==> src/hw/rtl/efu_pkg.sv <==
// shared types, constants and codes of the event frame byte unstuff decoder
package efu_pkg;

    localparam int PACKET_BYTES = 12;
    localparam int CNT_W        = $clog2(PACKET_BYTES + 1);
    localparam int IDX_W        = $clog2(PACKET_BYTES);
    localparam int QUEUE_DEPTH  = 2;
    localparam int QPTR_W       = $clog2(QUEUE_DEPTH);
    localparam int QCNT_W       = $clog2(QUEUE_DEPTH + 1);

    typedef logic [7:0] t_byte;

    localparam t_byte START_BYTE  = 8'h5B;
    localparam t_byte END_BYTE    = 8'h5D;
    localparam t_byte ESC_BYTE    = 8'h1B;
    localparam t_byte ESC_OFFSET  = 8'h20;
    localparam t_byte ESC_OK_START = START_BYTE + ESC_OFFSET;
    localparam t_byte ESC_OK_END   = END_BYTE + ESC_OFFSET;
    localparam t_byte ESC_OK_ESC   = ESC_BYTE + ESC_OFFSET;
    localparam t_byte SIZE_MAX    = 8'hFF;

    // packet byte positions
    localparam int BYTE_LEVEL  = 0;
    localparam int BYTE_FORMAT = 1;
    localparam int BYTE_SOURCE = 2;
    localparam int BYTE_EVENT  = 3;
    localparam int BYTE_TIME   = 4;
    localparam int BYTE_DATA   = 8;

    // payload format codes
    localparam t_byte FMT_NONE   = 8'd0;
    localparam t_byte FMT_BOOL   = 8'd1;
    localparam t_byte FMT_S8     = 8'd2;
    localparam t_byte FMT_U8     = 8'd3;
    localparam t_byte FMT_S16    = 8'd4;
    localparam t_byte FMT_U16    = 8'd5;
    localparam t_byte FMT_S32    = 8'd6;
    localparam t_byte FMT_U32    = 8'd7;
    localparam t_byte FMT_FLOAT  = 8'd8;
    localparam t_byte FMT_STRING = 8'd9;

    typedef logic [PACKET_BYTES-1:0][7:0] t_packet;

    typedef struct packed {
        logic    valid;
        t_byte   size;
        t_packet bytes;
    } t_frame_rec;

    typedef struct packed {
        logic        valid_res;
        t_byte       frame_size;
        logic [3:0]  level;
        t_byte       source_id;
        t_byte       event_id;
        logic [31:0] timestamp;
        logic [3:0]  data_type;
        logic [31:0] data_value;
    } t_out_item;

    typedef struct packed {
        logic push;
        logic full;
    } t_q_ctl;

endpackage

==> src/hw/rtl/efu_ifs.sv <==
// request and result channel interfaces
interface efu_in_if;
    logic          valid;
    logic          ready;
    efu_pkg::t_byte frame_byte;
    logic          buffer_last;
    modport source(output valid, output frame_byte, output buffer_last, input ready);
    modport sink(input valid, input frame_byte, input buffer_last, output ready);
endinterface

interface efu_out_if;
    logic           valid;
    logic           ready;
    logic           valid_res;
    efu_pkg::t_byte frame_size;
    logic [3:0]     level;
    efu_pkg::t_byte source_id;
    efu_pkg::t_byte event_id;
    logic [31:0]    timestamp;
    logic [3:0]     data_type;
    logic [31:0]    data_value;
    modport source(output valid, output valid_res, output frame_size, output level,
                   output source_id, output event_id, output timestamp,
                   output data_type, output data_value, input ready);
    modport sink(input valid, input valid_res, input frame_size, input level,
                 input source_id, input event_id, input timestamp,
                 input data_type, input data_value, output ready);
endinterface

==> src/hw/rtl/efu_front.sv <==
// front end: byte classification, unstuffing and frame state
module efu_front (
    input  logic                i_clk,
    input  logic                i_rst_n,
    efu_in_if.sink              i_req,
    output efu_pkg::t_q_ctl     o_ctl_push,
    input  efu_pkg::t_q_ctl     i_ctl_full,
    output efu_pkg::t_frame_rec o_rec
);

    logic                     r_start, n_start;
    logic                     r_esc, n_esc;
    logic [efu_pkg::CNT_W-1:0] r_cnt, n_cnt;
    logic                     r_ovf, n_ovf;
    efu_pkg::t_byte           r_cons, n_cons;
    efu_pkg::t_packet         r_pkt;

    efu_pkg::t_byte b;
    efu_pkg::t_byte cons_inc;
    efu_pkg::t_byte gbyte;
    logic accept, is_start, esc_path, bad_esc, end_path, esc_set, gather, emit, room;

    assign i_req.ready = !i_ctl_full.full;
    assign accept      = i_req.valid && i_req.ready;
    assign b           = i_req.frame_byte;

    always_comb begin
        cons_inc = (r_cons == efu_pkg::SIZE_MAX) ? r_cons : r_cons + 8'd1;
        is_start = !r_start && (b == efu_pkg::START_BYTE);
        esc_path = !is_start && r_esc;
        bad_esc  = esc_path && (b != efu_pkg::ESC_OK_START) && (b != efu_pkg::ESC_OK_END)
                   && (b != efu_pkg::ESC_OK_ESC);
        end_path = !is_start && !r_esc && (b == efu_pkg::END_BYTE);
        esc_set  = !is_start && !r_esc && !end_path && (b == efu_pkg::ESC_BYTE);
        gather   = esc_path || (!is_start && !r_esc && !end_path && !esc_set);
        gbyte    = esc_path ? b - efu_pkg::ESC_OFFSET : b;
        emit     = bad_esc || end_path || i_req.buffer_last;
        room     = r_cnt < efu_pkg::CNT_W'(efu_pkg::PACKET_BYTES);
    end

    always_comb begin
        n_start = r_start;
        n_esc   = r_esc;
        n_cnt   = r_cnt;
        n_ovf   = r_ovf;
        n_cons  = r_cons;
        if (accept) begin
            if (emit) begin
                n_start = 1'b0;
                n_esc   = 1'b0;
                n_cnt   = '0;
                n_ovf   = 1'b0;
                n_cons  = '0;
            end else begin
                n_cons = cons_inc;
                if (is_start) begin
                    n_start = 1'b1;
                end
                if (esc_path) begin
                    n_esc = 1'b0;
                end else if (esc_set) begin
                    n_esc = 1'b1;
                end
                if (gather) begin
                    if (room) begin
                        n_cnt = r_cnt + efu_pkg::CNT_W'(1);
                    end else begin
                        n_ovf = 1'b1;
                    end
                end
            end
        end
    end

    always_ff @(posedge i_clk) begin
        if (!i_rst_n) begin
            r_start <= 1'b0;
            r_esc   <= 1'b0;
            r_cnt   <= '0;
            r_ovf   <= 1'b0;
            r_cons  <= '0;
        end else begin
            r_start <= n_start;
            r_esc   <= n_esc;
            r_cnt   <= n_cnt;
            r_ovf   <= n_ovf;
            r_cons  <= n_cons;
        end
    end

    always_ff @(posedge i_clk) begin
        if (accept && gather && room) begin
            r_pkt[r_cnt[efu_pkg::IDX_W-1:0]] <= gbyte;
        end
    end

    assign o_ctl_push.push = accept && emit;
    assign o_ctl_push.full = 1'b0;
    assign o_rec.valid = end_path && r_start && !r_ovf
                         && (r_cnt == efu_pkg::CNT_W'(efu_pkg::PACKET_BYTES));
    assign o_rec.size  = cons_inc;
    assign o_rec.bytes = r_pkt;

    a_cnt_bound: assert property (@(posedge i_clk) disable iff (!i_rst_n)
        r_cnt <= efu_pkg::CNT_W'(efu_pkg::PACKET_BYTES))
        else $error("packet count beyond packet size");

    a_ovf_full: assert property (@(posedge i_clk) disable iff (!i_rst_n)
        r_ovf |-> (r_cnt == efu_pkg::CNT_W'(efu_pkg::PACKET_BYTES)))
        else $error("overflow flagged with packet not full");

    a_emit_clear: assert property (@(posedge i_clk) disable iff (!i_rst_n)
        (accept && emit) |=> (r_cons == '0 && !r_start && !r_esc && r_cnt == '0))
        else $error("frame state not cleared after result");

endmodule

==> src/hw/rtl/efu_queue.sv <==
// short queue of finished frame records between front and back
module efu_queue (
    input  logic                i_clk,
    input  logic                i_rst_n,
    input  efu_pkg::t_q_ctl     i_ctl_push,
    output efu_pkg::t_q_ctl     o_ctl_full,
    input  efu_pkg::t_frame_rec i_rec,
    output logic                o_valid,
    input  logic                i_pop,
    output efu_pkg::t_frame_rec o_rec
);

    efu_pkg::t_frame_rec        r_mem [efu_pkg::QUEUE_DEPTH];
    logic [efu_pkg::QPTR_W-1:0] r_wp;
    logic [efu_pkg::QPTR_W-1:0] r_rp;
    logic [efu_pkg::QCNT_W-1:0] r_cnt;
    logic push, pop;

    assign o_ctl_full.full = (r_cnt == efu_pkg::QCNT_W'(efu_pkg::QUEUE_DEPTH));
    assign o_ctl_full.push = 1'b0;
    assign o_valid         = (r_cnt != '0);
    assign push            = i_ctl_push.push && !o_ctl_full.full;
    assign pop             = i_pop && o_valid;
    assign o_rec           = r_mem[r_rp];

    always_ff @(posedge i_clk) begin
        if (!i_rst_n) begin
            r_wp  <= '0;
            r_rp  <= '0;
            r_cnt <= '0;
        end else begin
            if (push) begin
                r_wp <= (r_wp == efu_pkg::QPTR_W'(efu_pkg::QUEUE_DEPTH - 1)) ? '0
                        : r_wp + efu_pkg::QPTR_W'(1);
            end
            if (pop) begin
                r_rp <= (r_rp == efu_pkg::QPTR_W'(efu_pkg::QUEUE_DEPTH - 1)) ? '0
                        : r_rp + efu_pkg::QPTR_W'(1);
            end
            if (push && !pop) begin
                r_cnt <= r_cnt + efu_pkg::QCNT_W'(1);
            end else if (pop && !push) begin
                r_cnt <= r_cnt - efu_pkg::QCNT_W'(1);
            end
        end
    end

    always_ff @(posedge i_clk) begin
        if (push) begin
            r_mem[r_wp] <= i_rec;
        end
    end

    a_no_lost_push: assert property (@(posedge i_clk) disable iff (!i_rst_n)
        i_ctl_push.push |-> !o_ctl_full.full)
        else $error("record pushed into full queue");

    a_cnt_bound: assert property (@(posedge i_clk) disable iff (!i_rst_n)
        r_cnt <= efu_pkg::QCNT_W'(efu_pkg::QUEUE_DEPTH))
        else $error("queue count beyond depth");

    a_pop_step: assert property (@(posedge i_clk) disable iff (!i_rst_n)
        (pop && !push) |=> (r_cnt == $past(r_cnt) - efu_pkg::QCNT_W'(1)))
        else $error("queue count not reduced on pop");

endmodule

==> src/hw/rtl/efu_back.sv <==
// back end: packet decode and result register
module efu_back (
    input  logic                i_clk,
    input  logic                i_rst_n,
    input  logic                i_valid,
    output logic                o_pop,
    input  efu_pkg::t_frame_rec i_rec,
    efu_out_if.source           o_res
);

    logic                r_valid;
    efu_pkg::t_out_item  r_item;
    efu_pkg::t_out_item  n_item;
    efu_pkg::t_byte      fmt;
    logic [31:0]         raw;
    logic                load;

    assign load  = !r_valid || o_res.ready;
    assign o_pop = i_valid && load;

    always_comb begin
        fmt = i_rec.bytes[efu_pkg::BYTE_FORMAT];
        raw = {i_rec.bytes[efu_pkg::BYTE_DATA+3], i_rec.bytes[efu_pkg::BYTE_DATA+2],
               i_rec.bytes[efu_pkg::BYTE_DATA+1], i_rec.bytes[efu_pkg::BYTE_DATA]};
        n_item            = '0;
        n_item.frame_size = i_rec.size;
        if (i_rec.valid) begin
            n_item.valid_res = 1'b1;
            n_item.level     = i_rec.bytes[efu_pkg::BYTE_LEVEL][7:4];
            n_item.source_id = i_rec.bytes[efu_pkg::BYTE_SOURCE];
            n_item.event_id  = i_rec.bytes[efu_pkg::BYTE_EVENT];
            n_item.timestamp = {i_rec.bytes[efu_pkg::BYTE_TIME+3],
                                i_rec.bytes[efu_pkg::BYTE_TIME+2],
                                i_rec.bytes[efu_pkg::BYTE_TIME+1],
                                i_rec.bytes[efu_pkg::BYTE_TIME]};
            case (fmt)
                efu_pkg::FMT_BOOL, efu_pkg::FMT_S8, efu_pkg::FMT_U8: begin
                    n_item.data_type  = fmt[3:0];
                    n_item.data_value = {24'd0, raw[7:0]};
                end
                efu_pkg::FMT_S16, efu_pkg::FMT_U16: begin
                    n_item.data_type  = fmt[3:0];
                    n_item.data_value = {16'd0, raw[15:0]};
                end
                efu_pkg::FMT_S32, efu_pkg::FMT_U32, efu_pkg::FMT_FLOAT,
                efu_pkg::FMT_STRING: begin
                    n_item.data_type  = fmt[3:0];
                    n_item.data_value = raw;
                end
                default: begin
                    n_item.data_type  = efu_pkg::FMT_NONE[3:0];
                    n_item.data_value = '0;
                end
            endcase
        end
    end

    always_ff @(posedge i_clk) begin
        if (!i_rst_n) begin
            r_valid <= 1'b0;
        end else if (load) begin
            r_valid <= i_valid;
        end
    end

    always_ff @(posedge i_clk) begin
        if (o_pop) begin
            r_item <= n_item;
        end
    end

    assign o_res.valid      = r_valid;
    assign o_res.valid_res  = r_item.valid_res;
    assign o_res.frame_size = r_item.frame_size;
    assign o_res.level      = r_item.level;
    assign o_res.source_id  = r_item.source_id;
    assign o_res.event_id   = r_item.event_id;
    assign o_res.timestamp  = r_item.timestamp;
    assign o_res.data_type  = r_item.data_type;
    assign o_res.data_value = r_item.data_value;

    a_invalid_zero: assert property (@(posedge i_clk) disable iff (!i_rst_n)
        (r_valid && !r_item.valid_res) |-> (r_item.timestamp == '0 && r_item.data_value == '0
                                            && r_item.data_type == '0 && r_item.level == '0))
        else $error("invalid frame with nonzero fields");

    a_type_range: assert property (@(posedge i_clk) disable iff (!i_rst_n)
        r_valid |-> (r_item.data_type <= efu_pkg::FMT_STRING[3:0]))
        else $error("data type out of range");

    a_pop_load: assert property (@(posedge i_clk) disable iff (!i_rst_n)
        o_pop |=> r_valid)
        else $error("popped record not shown");

endmodule

==> src/hw/rtl/event_frame_byte_unstuff_decoder.sv <==
// top level of the event frame byte unstuff decoder
//
//  channel  dir  handshake      payload
//  i_req    in   valid/ready    frame_byte[7:0], buffer_last
//  o_res    out  valid/ready    valid_res, frame_size, level, source_id, event_id,
//                               timestamp, data_type, data_value
//
// one request per cycle unless the queue is full; the front end settles each byte in the
// cycle it is taken; a result passes through the queue and the result register to o_res; the
// two-entry queue and result register let the front keep taking bytes while a result waits
// i_req.ready drops only while the queue is full; synchronous active-low reset
// clears control state, the packet bytes are not reset
module event_frame_byte_unstuff_decoder (
    input  logic      i_clk,
    input  logic      i_rst_n,
    efu_in_if.sink    i_req,
    efu_out_if.source o_res
);

    efu_pkg::t_q_ctl     ctl_push;
    efu_pkg::t_q_ctl     ctl_full;
    efu_pkg::t_frame_rec front_rec;
    efu_pkg::t_frame_rec back_rec;
    logic                q_valid;
    logic                q_pop;

    efu_front u_front (
        .i_clk      (i_clk),
        .i_rst_n    (i_rst_n),
        .i_req      (i_req),
        .o_ctl_push (ctl_push),
        .i_ctl_full (ctl_full),
        .o_rec      (front_rec)
    );

    efu_queue u_queue (
        .i_clk      (i_clk),
        .i_rst_n    (i_rst_n),
        .i_ctl_push (ctl_push),
        .o_ctl_full (ctl_full),
        .i_rec      (front_rec),
        .o_valid    (q_valid),
        .i_pop      (q_pop),
        .o_rec      (back_rec)
    );

    efu_back u_back (
        .i_clk   (i_clk),
        .i_rst_n (i_rst_n),
        .i_valid (q_valid),
        .o_pop   (q_pop),
        .i_rec   (back_rec),
        .o_res   (o_res)
    );

endmodule
==> src/flat_wrapper.sv <==
// flat-port wrapper written by rule: the top's interface ports become plain ports
module event_frame_byte_unstuff_decoder_flat 
  (i_clk, i_rst_n, i_req_valid, i_req_frame_byte, i_req_buffer_last, i_req_ready, o_res_valid, o_res_valid_res, o_res_frame_size, o_res_level, o_res_source_id, o_res_event_id, o_res_timestamp, o_res_data_type, o_res_data_value, o_res_ready);
  efu_in_if i_req_i ();
  efu_out_if o_res_i ();
  input  logic i_clk;
  input  logic i_rst_n;
  input wire logic [$bits(i_req_i.valid)-1:0] i_req_valid;
  input wire logic [$bits(i_req_i.frame_byte)-1:0] i_req_frame_byte;
  input wire logic [$bits(i_req_i.buffer_last)-1:0] i_req_buffer_last;
  output wire logic [$bits(i_req_i.ready)-1:0] i_req_ready;
  output wire logic [$bits(o_res_i.valid)-1:0] o_res_valid;
  output wire logic [$bits(o_res_i.valid_res)-1:0] o_res_valid_res;
  output wire logic [$bits(o_res_i.frame_size)-1:0] o_res_frame_size;
  output wire logic [$bits(o_res_i.level)-1:0] o_res_level;
  output wire logic [$bits(o_res_i.source_id)-1:0] o_res_source_id;
  output wire logic [$bits(o_res_i.event_id)-1:0] o_res_event_id;
  output wire logic [$bits(o_res_i.timestamp)-1:0] o_res_timestamp;
  output wire logic [$bits(o_res_i.data_type)-1:0] o_res_data_type;
  output wire logic [$bits(o_res_i.data_value)-1:0] o_res_data_value;
  input wire logic [$bits(o_res_i.ready)-1:0] o_res_ready;
  assign i_req_i.valid = i_req_valid;
  assign i_req_i.frame_byte = i_req_frame_byte;
  assign i_req_i.buffer_last = i_req_buffer_last;
  assign i_req_ready = i_req_i.ready;
  assign o_res_valid = o_res_i.valid;
  assign o_res_valid_res = o_res_i.valid_res;
  assign o_res_frame_size = o_res_i.frame_size;
  assign o_res_level = o_res_i.level;
  assign o_res_source_id = o_res_i.source_id;
  assign o_res_event_id = o_res_i.event_id;
  assign o_res_timestamp = o_res_i.timestamp;
  assign o_res_data_type = o_res_i.data_type;
  assign o_res_data_value = o_res_i.data_value;
  assign o_res_i.ready = o_res_ready;
  event_frame_byte_unstuff_decoder u_core (.i_clk(i_clk), .i_rst_n(i_rst_n), .i_req(i_req_i), .o_res(o_res_i));
endmodule
==> config.mk <==
export PLATFORM = sky130hd
export DESIGN_NAME = event_frame_byte_unstuff_decoder_flat
export DESIGN_NICKNAME = d
export VERILOG_FILES = /design/src/hw/rtl/efu_pkg.sv /design/src/hw/rtl/efu_ifs.sv /design/src/hw/rtl/efu_front.sv /design/src/hw/rtl/efu_queue.sv /design/src/hw/rtl/efu_back.sv /design/src/hw/rtl/event_frame_byte_unstuff_decoder.sv /design/src/flat_wrapper.sv
export SDC_FILE = /design/constraint.sdc
export NUM_CORES = 1
export LEC_CHECK = 0
export BUFFER_PORTS_ARGS = -buffer_cell sky130_fd_sc_hd__buf_2
export CORE_MARGIN = 2
export CORE_UTILIZATION = 59
export DETAILED_ROUTE_END_ITERATION = 12
export PLACE_DENSITY = 0.78
export SLEW_MARGIN = 5
export SYNTH_ARGS = -nofsm -noshare
export SYNTH_HDL_FRONTEND = slang
export SYNTH_SLANG_ARGS = --single-unit
==> constraint.sdc <==
create_clock -name i_clk -period 8.52 [get_ports i_clk]
set_input_delay 0.852 -clock i_clk [delete_from_list [all_inputs] [get_ports i_clk]]
set_output_delay 0.852 -clock i_clk [all_outputs]
set_load 0.01 [all_outputs]
# --- Yosys cells after proc, flatten, opt, wreduce, memory -nomap -nowiden ---
# Memories as Yosys holds them, arrays and structs flattened. A register that Yosys moved wholly into a read port is not among the register bits.
# Cells that the tools add are included.
op_classes:
  n_eq_ne: 19
  n_bitwise: 0
  magnitude_cmp: 3
  div: 0
  n_addsub: 7
  muxes: 27
  reduce_logical: 50
  n_mul: 0
  shifts: 0
ops:
  columns: ["cell", "count"]
  rows:
  - ["36-bit case mux with 3 select lines", 1]
  - ["96-bit bitwise mux", 1]
  - ["8-bit demux with 4-bit select", 1]
  - ["8-bit by 3-bit equality test with 1-bit output, second input constant", 4]
  - ["8-bit 2-to-1 mux", 4]
  - ["1-bit logical AND", 23]
  - ["8-bit by 2-bit equality test with 1-bit output, second input constant", 2]
  - ["8-bit by 4-bit equality test with 1-bit output, second input constant", 2]
  - ["8-bit by 7-bit equality test with 1-bit output, second input constant", 2]
  - ["8-bit by 7-bit inequality test with 1-bit output, second input constant", 2]
  - ["1-bit 2-to-1 mux", 15]
  - ["4-bit 2-to-1 mux", 3]
  - ["1-bit zero test", 10]
  - ["2-bit nonzero test", 5]
  - ["8-bit by 1-bit adder with 8-bit output, second input constant", 1]
  - ["8-bit by 1-bit equality test with 1-bit output, second input constant", 1]
  - ["8-bit by 5-bit equality test with 1-bit output, second input constant", 1]
  - ["8-bit equality test, second input constant", 1]
  - ["8-bit by 6-bit inequality test with 1-bit output, second input constant", 1]
  - ["8-bit by 6-bit subtractor with 8-bit output, second input constant", 1]
  - ["3-bit AND reduction", 2]
  - ["4-bit by 5-bit less-than comparator with 1-bit output, second input constant", 1]
  - ["4-bit by 1-bit adder with 4-bit output, second input constant", 1]
  - ["4-bit equality test, second input constant", 1]
  - ["other kinds (14)", 20]
word_totals:
  romBits: 0
  mem_bits_rw: 210
  elab_cells: 136
  n_memories: 1
  output_inout_bits: 99
  latch_bits: 0
  reg_bits: 213
  in_bits: 13
mem_list:
  columns: ["name", "words", "word_bits", "read_ports", "rd_clocked_by_memory_dff", "write_ports", "line_no", "rtl"]
  rows:
  - ["u_core.u_queue.r_mem", 2, 105, 1, 1, 1, "efu_queue.sv:13", "efu_pkg::t_frame_rec r_mem [efu_pkg::QUEUE_DEPTH];"]

# --- Depth between registers and ports, before layout ---
logic_depth:
  word_depth: 15
  depth_mapped: 9

# --- Cells and area by module ---
# Synthesis repeated with hierarchy kept, for this count alone.
hier_totals:
  hier_cells: 859
  hier_area_um2: 16235.6
by_module_without_submodules:
  columns: ["mod", "cells_each", "instances", "seq_area_each_um2", "area_per_inst_um2"]
  rows:
  - ["efu_queue", 354, 1, 6406.1, 8075.2]
  - ["efu_front", 257, 1, 3183.1, 4171.5]
  - ["efu_back", 248, 1, 2932.8, 3988.8]

# --- Worst setup path before layout ---
# OpenSTA, ideal clock, no wires.
synth_path:
  kind: "input -> register"
  startpoint: "input port i_req_frame_byte[7]"
  endpoint: "memory u_core.u_queue.r_mem[0][100] (netlist name) (enable)"
  setup_ns: 0.573
  arrival_ns: 6.215
  slack_ns: 1.732
  path_stages: 5
  cell_sequence: "and4bb_2 > o32ai_2 > o21ai_2 > a21oi_1 > nor2b_1"
synth_via:
  elab_chain_cells: 13
synth_lines:
  columns: ["item", "line_no", "rtl"]
  rows:
  - ["start, declared", "flat_wrapper.sv:9", "input wire logic [$bits(i_req_i.frame_byte)-1:0] i_req_frame_byte;"]
  - ["8-bit by 7-bit equality test with 1-bit output", "efu_front.sv:29", "is_start = !r_start && (b == efu_pkg::START_BYTE);"]
  - ["1-bit logical AND", "efu_front.sv:29", null]
  - ["1-bit zero test", "efu_front.sv:30, efu_front.sv:33", null]
  - ["1-bit logical AND", "efu_front.sv:30", "esc_path = !is_start && r_esc;"]
  - ["1-bit logical AND (2 in a row)", "efu_front.sv:31", "bad_esc = esc_path && (b != efu_pkg::ESC_OK_START) && (b != efu_pkg::ESC_OK_END)"]
  - ["1-bit logical AND", "efu_front.sv:32", "&& (b != efu_pkg::ESC_OK_ESC);"]
  - ["1-bit logical OR (*) (2 in a row)", "efu_front.sv:37", "emit = bad_esc || end_path || i_req.buffer_last;"]
  - ["1-bit logical AND (*)", "efu_front.sv:97", "assign o_ctl_push.push = accept && emit;"]
  - ["1-bit logical AND (*)", "efu_queue.sv:22", "assign push = i_ctl_push.push && !o_ctl_full.full;"]
  - ["named net u_core.u_queue.push", "efu_queue.sv:17", "logic push, pop;"]
  - ["1-bit 2-to-1 mux (*)", "efu_queue.sv:49", "if (push) begin"]
  - ["1-bit 2-to-1 mux (not written as such) (*)", "efu_queue.sv:50", "r_mem[r_wp] <= i_rec;"]
  - ["end, declared", "efu_queue.sv:13", null]
# The timed path passes the listed nets; every way through them passes the cells marked *.

# --- Worst setup path in the final report ---
layout_path:
  startpoint: "input port i_req_frame_byte[1]"
  endpoint: "memory u_core.u_queue.r_mem[0][16] (netlist name) (enable)"
# Same word-level chain as after synthesis.

==> summary.txt <==
Layout
  • Final Util: 69.4%
  • Area grow syn2layout: 14.8%
  • Number of fill cells in the layout: 1,527
  • Ratio of cells with drive above 1 in the final layout: 22.0%
  • Post-Layout Inst Area: 17,000 um2
  • Number of diodes: 0
  • Final nets: 946

GRT
  • Vias in the first global route: 7,161
  • First-pass GRT wire length: 40,000 um
  • GRT Total Usage: 20.2%
  • Initial antenna violation count: 0
  • Largest net degree at the start of global routing: 66
  • Overflow after GRT: 0

Timing
  • Post-Route Skew: 21.1 ps
  • Final Max Tran Viols: 0
  • Endpoints failing hold: 0
  • Setup ws final: 4460 ps
  • RSZ-0062 raised after global routing: no
  • Setup violators final: 0
  • Post-route setup TNS: 0 ps
  • Hold WS: 433 ps
  • Final min period: 4060 ps
  • Period Utilization, post-route: 47.7%
  • Fmax achieved: 246 MHz
  • Rel. slew slack: 22.7%
  • Worst Tran Pin Value: 1160 ps

Setup path
  • Crit path required time: 8640 ps
  • Worst EP arrival: 4190 ps
  • Max incr delay on CP: 980 ps
  • Worst setup path class: in -> reg
  • Crit Path Max Fanout: 65
  • Nature of the critical path endpoint: flip-flop
  • CP Launch Type: input port
  • Slowest CP cell: nor2b_4
  • Crit path cell chain: buf_2, and4bb_2, o32ai_2, o21ai_2, a21oi_1, nor2b_4, buf_4

Floorplanning
  • DIE WIDTH: 162 um
  • CORE AREA: 24,500 um2
  • # IOs: 112
  • Die area: 26,400 um2
  • Die Ht: 162 um
  • Core Rows: 57
  • Starting density of the core: 60.5%

Clock network
  • CTS sink count: 412
  • Hold buffers post-CTS: 0
  • TritonCTS clock tree: built
  • Later-pin clock latency in the skew report: 510 ps
  • Buffers from clock root to sink, at most: 3
  • H-tree depth: 2
  • Cts bufs inserted: 40
  • Worst-path clk slew: 60 ps
  • Resize count post-CTS: 0
  • Post-CTS setup buffers: 0
  • Root buffer cell: clkbuf_16

Placed design
  • GP Congestion: 0.834
  • DP HPWL: 15,500 um
  • Setup WS pre-CTS: 3960 ps
  • PortBufs: 111
  • Dpl cell area: 15,700 um2

Synthesis
  • Synth Warn #: 0
  • Post-synth EDFFs: 391
  • Synth top area share: 79.4%
  • Area leader, netlist: edfxtp_1
  • Mapped cell area: 14,800 um2
  • Synth area leaders: edfxtp_1 79%, mux2i_1 6.1%, dfxtp_1 2.8%, nor2_1 2.8%, mux2_2 0.76%
  • Syn_area_per_cell: 18.8 um2
  • Cell variety after synth: 60
  • Post-synthesis sequential area ratio: 82.2%
  • Syn nets: 808
  • Top_reg_cell synth: edfxtp_1
  • Mapped Cells: 788
  • Post-synth ARST share: 0%
  • #FFs+latches synth: 412

Run
  • Max_cap viols: 0

Routing
  • Initial DRC Count: 660
  • Post-DRT Antenna Nets: 0
  • Wirelength per Cell: 20.5 um
  • DR DRC count: 0
  • DR vias/cell: 5.59
  • Via Count: 7,122
  • DR pass1 iterations: 5
  • DRT Wirelength: 26,100 um

Pwr
  • Sw Pwr: 1.33 mW
  • Comb power frac: 16.5%
  • Sw frac: 25.5%
  • P_int: 3.87 mW
  • Maximum vdd drop: 266 uV
  • Power density cells: 306 nW/um2
  • Share of power burned in registers: 51.4%
  • Leakage: 5.88 nW
  • Clock Power Share: 32.1%

Min path
  • Worst min path class: reg -> reg

Run status
  • Status: complete, no violations
-- cells by family (layout without fill, tap and decap cells) --
group                      count (synthesis)  count (layout)  share of synthesized area, %
adders and majority gates                  7               7                         0.592
AOI/OAI and AO/OA                         36              36                          2.03
buffers and inverters                     33             196                         0.998
and+or+nand+nor                          187             187                          6.44
xor gates and xnor gates                  11              11                         0.651
DFF                                      412             412                          82.2
muxes                                    102             102                          7.10
-- stage by stage --
step	cells	total power, mW
after floorplan	788	3.29
after global placement	1208	3.56
after detailed placement	1208	3.58
after CTS	1275	5.25
after global routing	1275	5.41
final	1275	5.20
-- placed cells by master, fill, tap and decap left out, types with 6 or more instances in the layout --
cell and instances:
mux2i_1 90, edfxtp_1 391, mux2_2 10, clkinv_2 8
clkbuf_1 7, buf_4 8, nor2_1 108, xor2_1 6
and2_1 12, buf_2 111, nand2_1 15, nand3_1 6
ha_1 7, clkbuf_16 41, a21oi_1 7, a32o_1 6
dfxtp_1 20, inv_1 10
-- path summary, 6_finish.rpt --
path                                               start                          end  slack (ps)  depth (start not counted)
worst max-delay path                 i_req_frame_byte[1]  u_core.u_queue.r_mem[0][16]        4460                          7
worst min-delay path            u_core.u_front.o_rec[58]  u_core.u_queue.r_mem[0][58]         430                          0
worst max register to register      u_core.u_front.r_esc  u_core.u_queue.r_mem[0][16]        4870                          6
worst min register to register  u_core.u_front.o_rec[58]  u_core.u_queue.r_mem[0][58]         430                          0
-- critical path: cells and delay by family --
| kind | cells | cell delay, ps |
|---|---|---|
| simple gates | 2 | 1280 |
| buf+inv | 2 | 1190 |
| compound gates | 3 | 780 |
-- cell usage after synthesis (all sizes together), types with 6 or more instances --
master  count
inv        10
nand3       6
mux2i      91
buf        15
mux2       10
nor2      111
nand2      15
edfxtp    391
a32o        6
and2       14
dfxtp      21
a21oi       7
o21ai       6
clkbuf      8
ha          7
xor2        6
-- state kept, by name, indices dropped and copies added, names as in the netlist, 8 cells and up, named ones only --
name / count
u_core.u_queue.r_mem: 202
u_core.u_front.o_rec: 92
u_core.u_back.o_res.data_value: 32
u_core.u_back.o_res.timestamp: 32
u_core.u_back.o_res.event_id: 8
u_core.u_back.o_res.frame_size: 8
u_core.u_back.o_res.source_id: 8
u_core.u_front.r_cons: 8
-- per-layer routing --
layer  vias to the layer above  GRT usage (%)  wire length [um]
met3                        53           3.16              1350
met4                         0           6.92               675
met1                      3529           26.9             10700
met5                         -              0                 0
met2                       254           34.5             13400
li1                       3286              -                 -
-- layout make-up --
class | count | area, um2 | share of cell area, %
clock buffers | 51 | 1090 | 6.44
clock inverters | 16 | 153 | 0.899
inverters | 10 | 37.5 | 0.221
multi-input cells | 343 | 2510 | 14.8
flip-flops and latches | 412 | 12200 | 71.6
well taps | 324 | 405 | 2.39
repair buffers | 119 | 616 | 3.62
-- power groups by stage --
stage / logic [mW] / clock network (mW) / registers, mW
detailed placement: 0.865 / 0 / 2.71
global route: 0.935 / 1.77 / 2.70
floorplan: 0.484 / 0 / 2.81
global placement: 0.846 / 0 / 2.71
CTS: 0.871 / 1.70 / 2.68
finish: 0.856 / 1.67 / 2.67
Note: power is estimated with default switching activity, not from simulation.
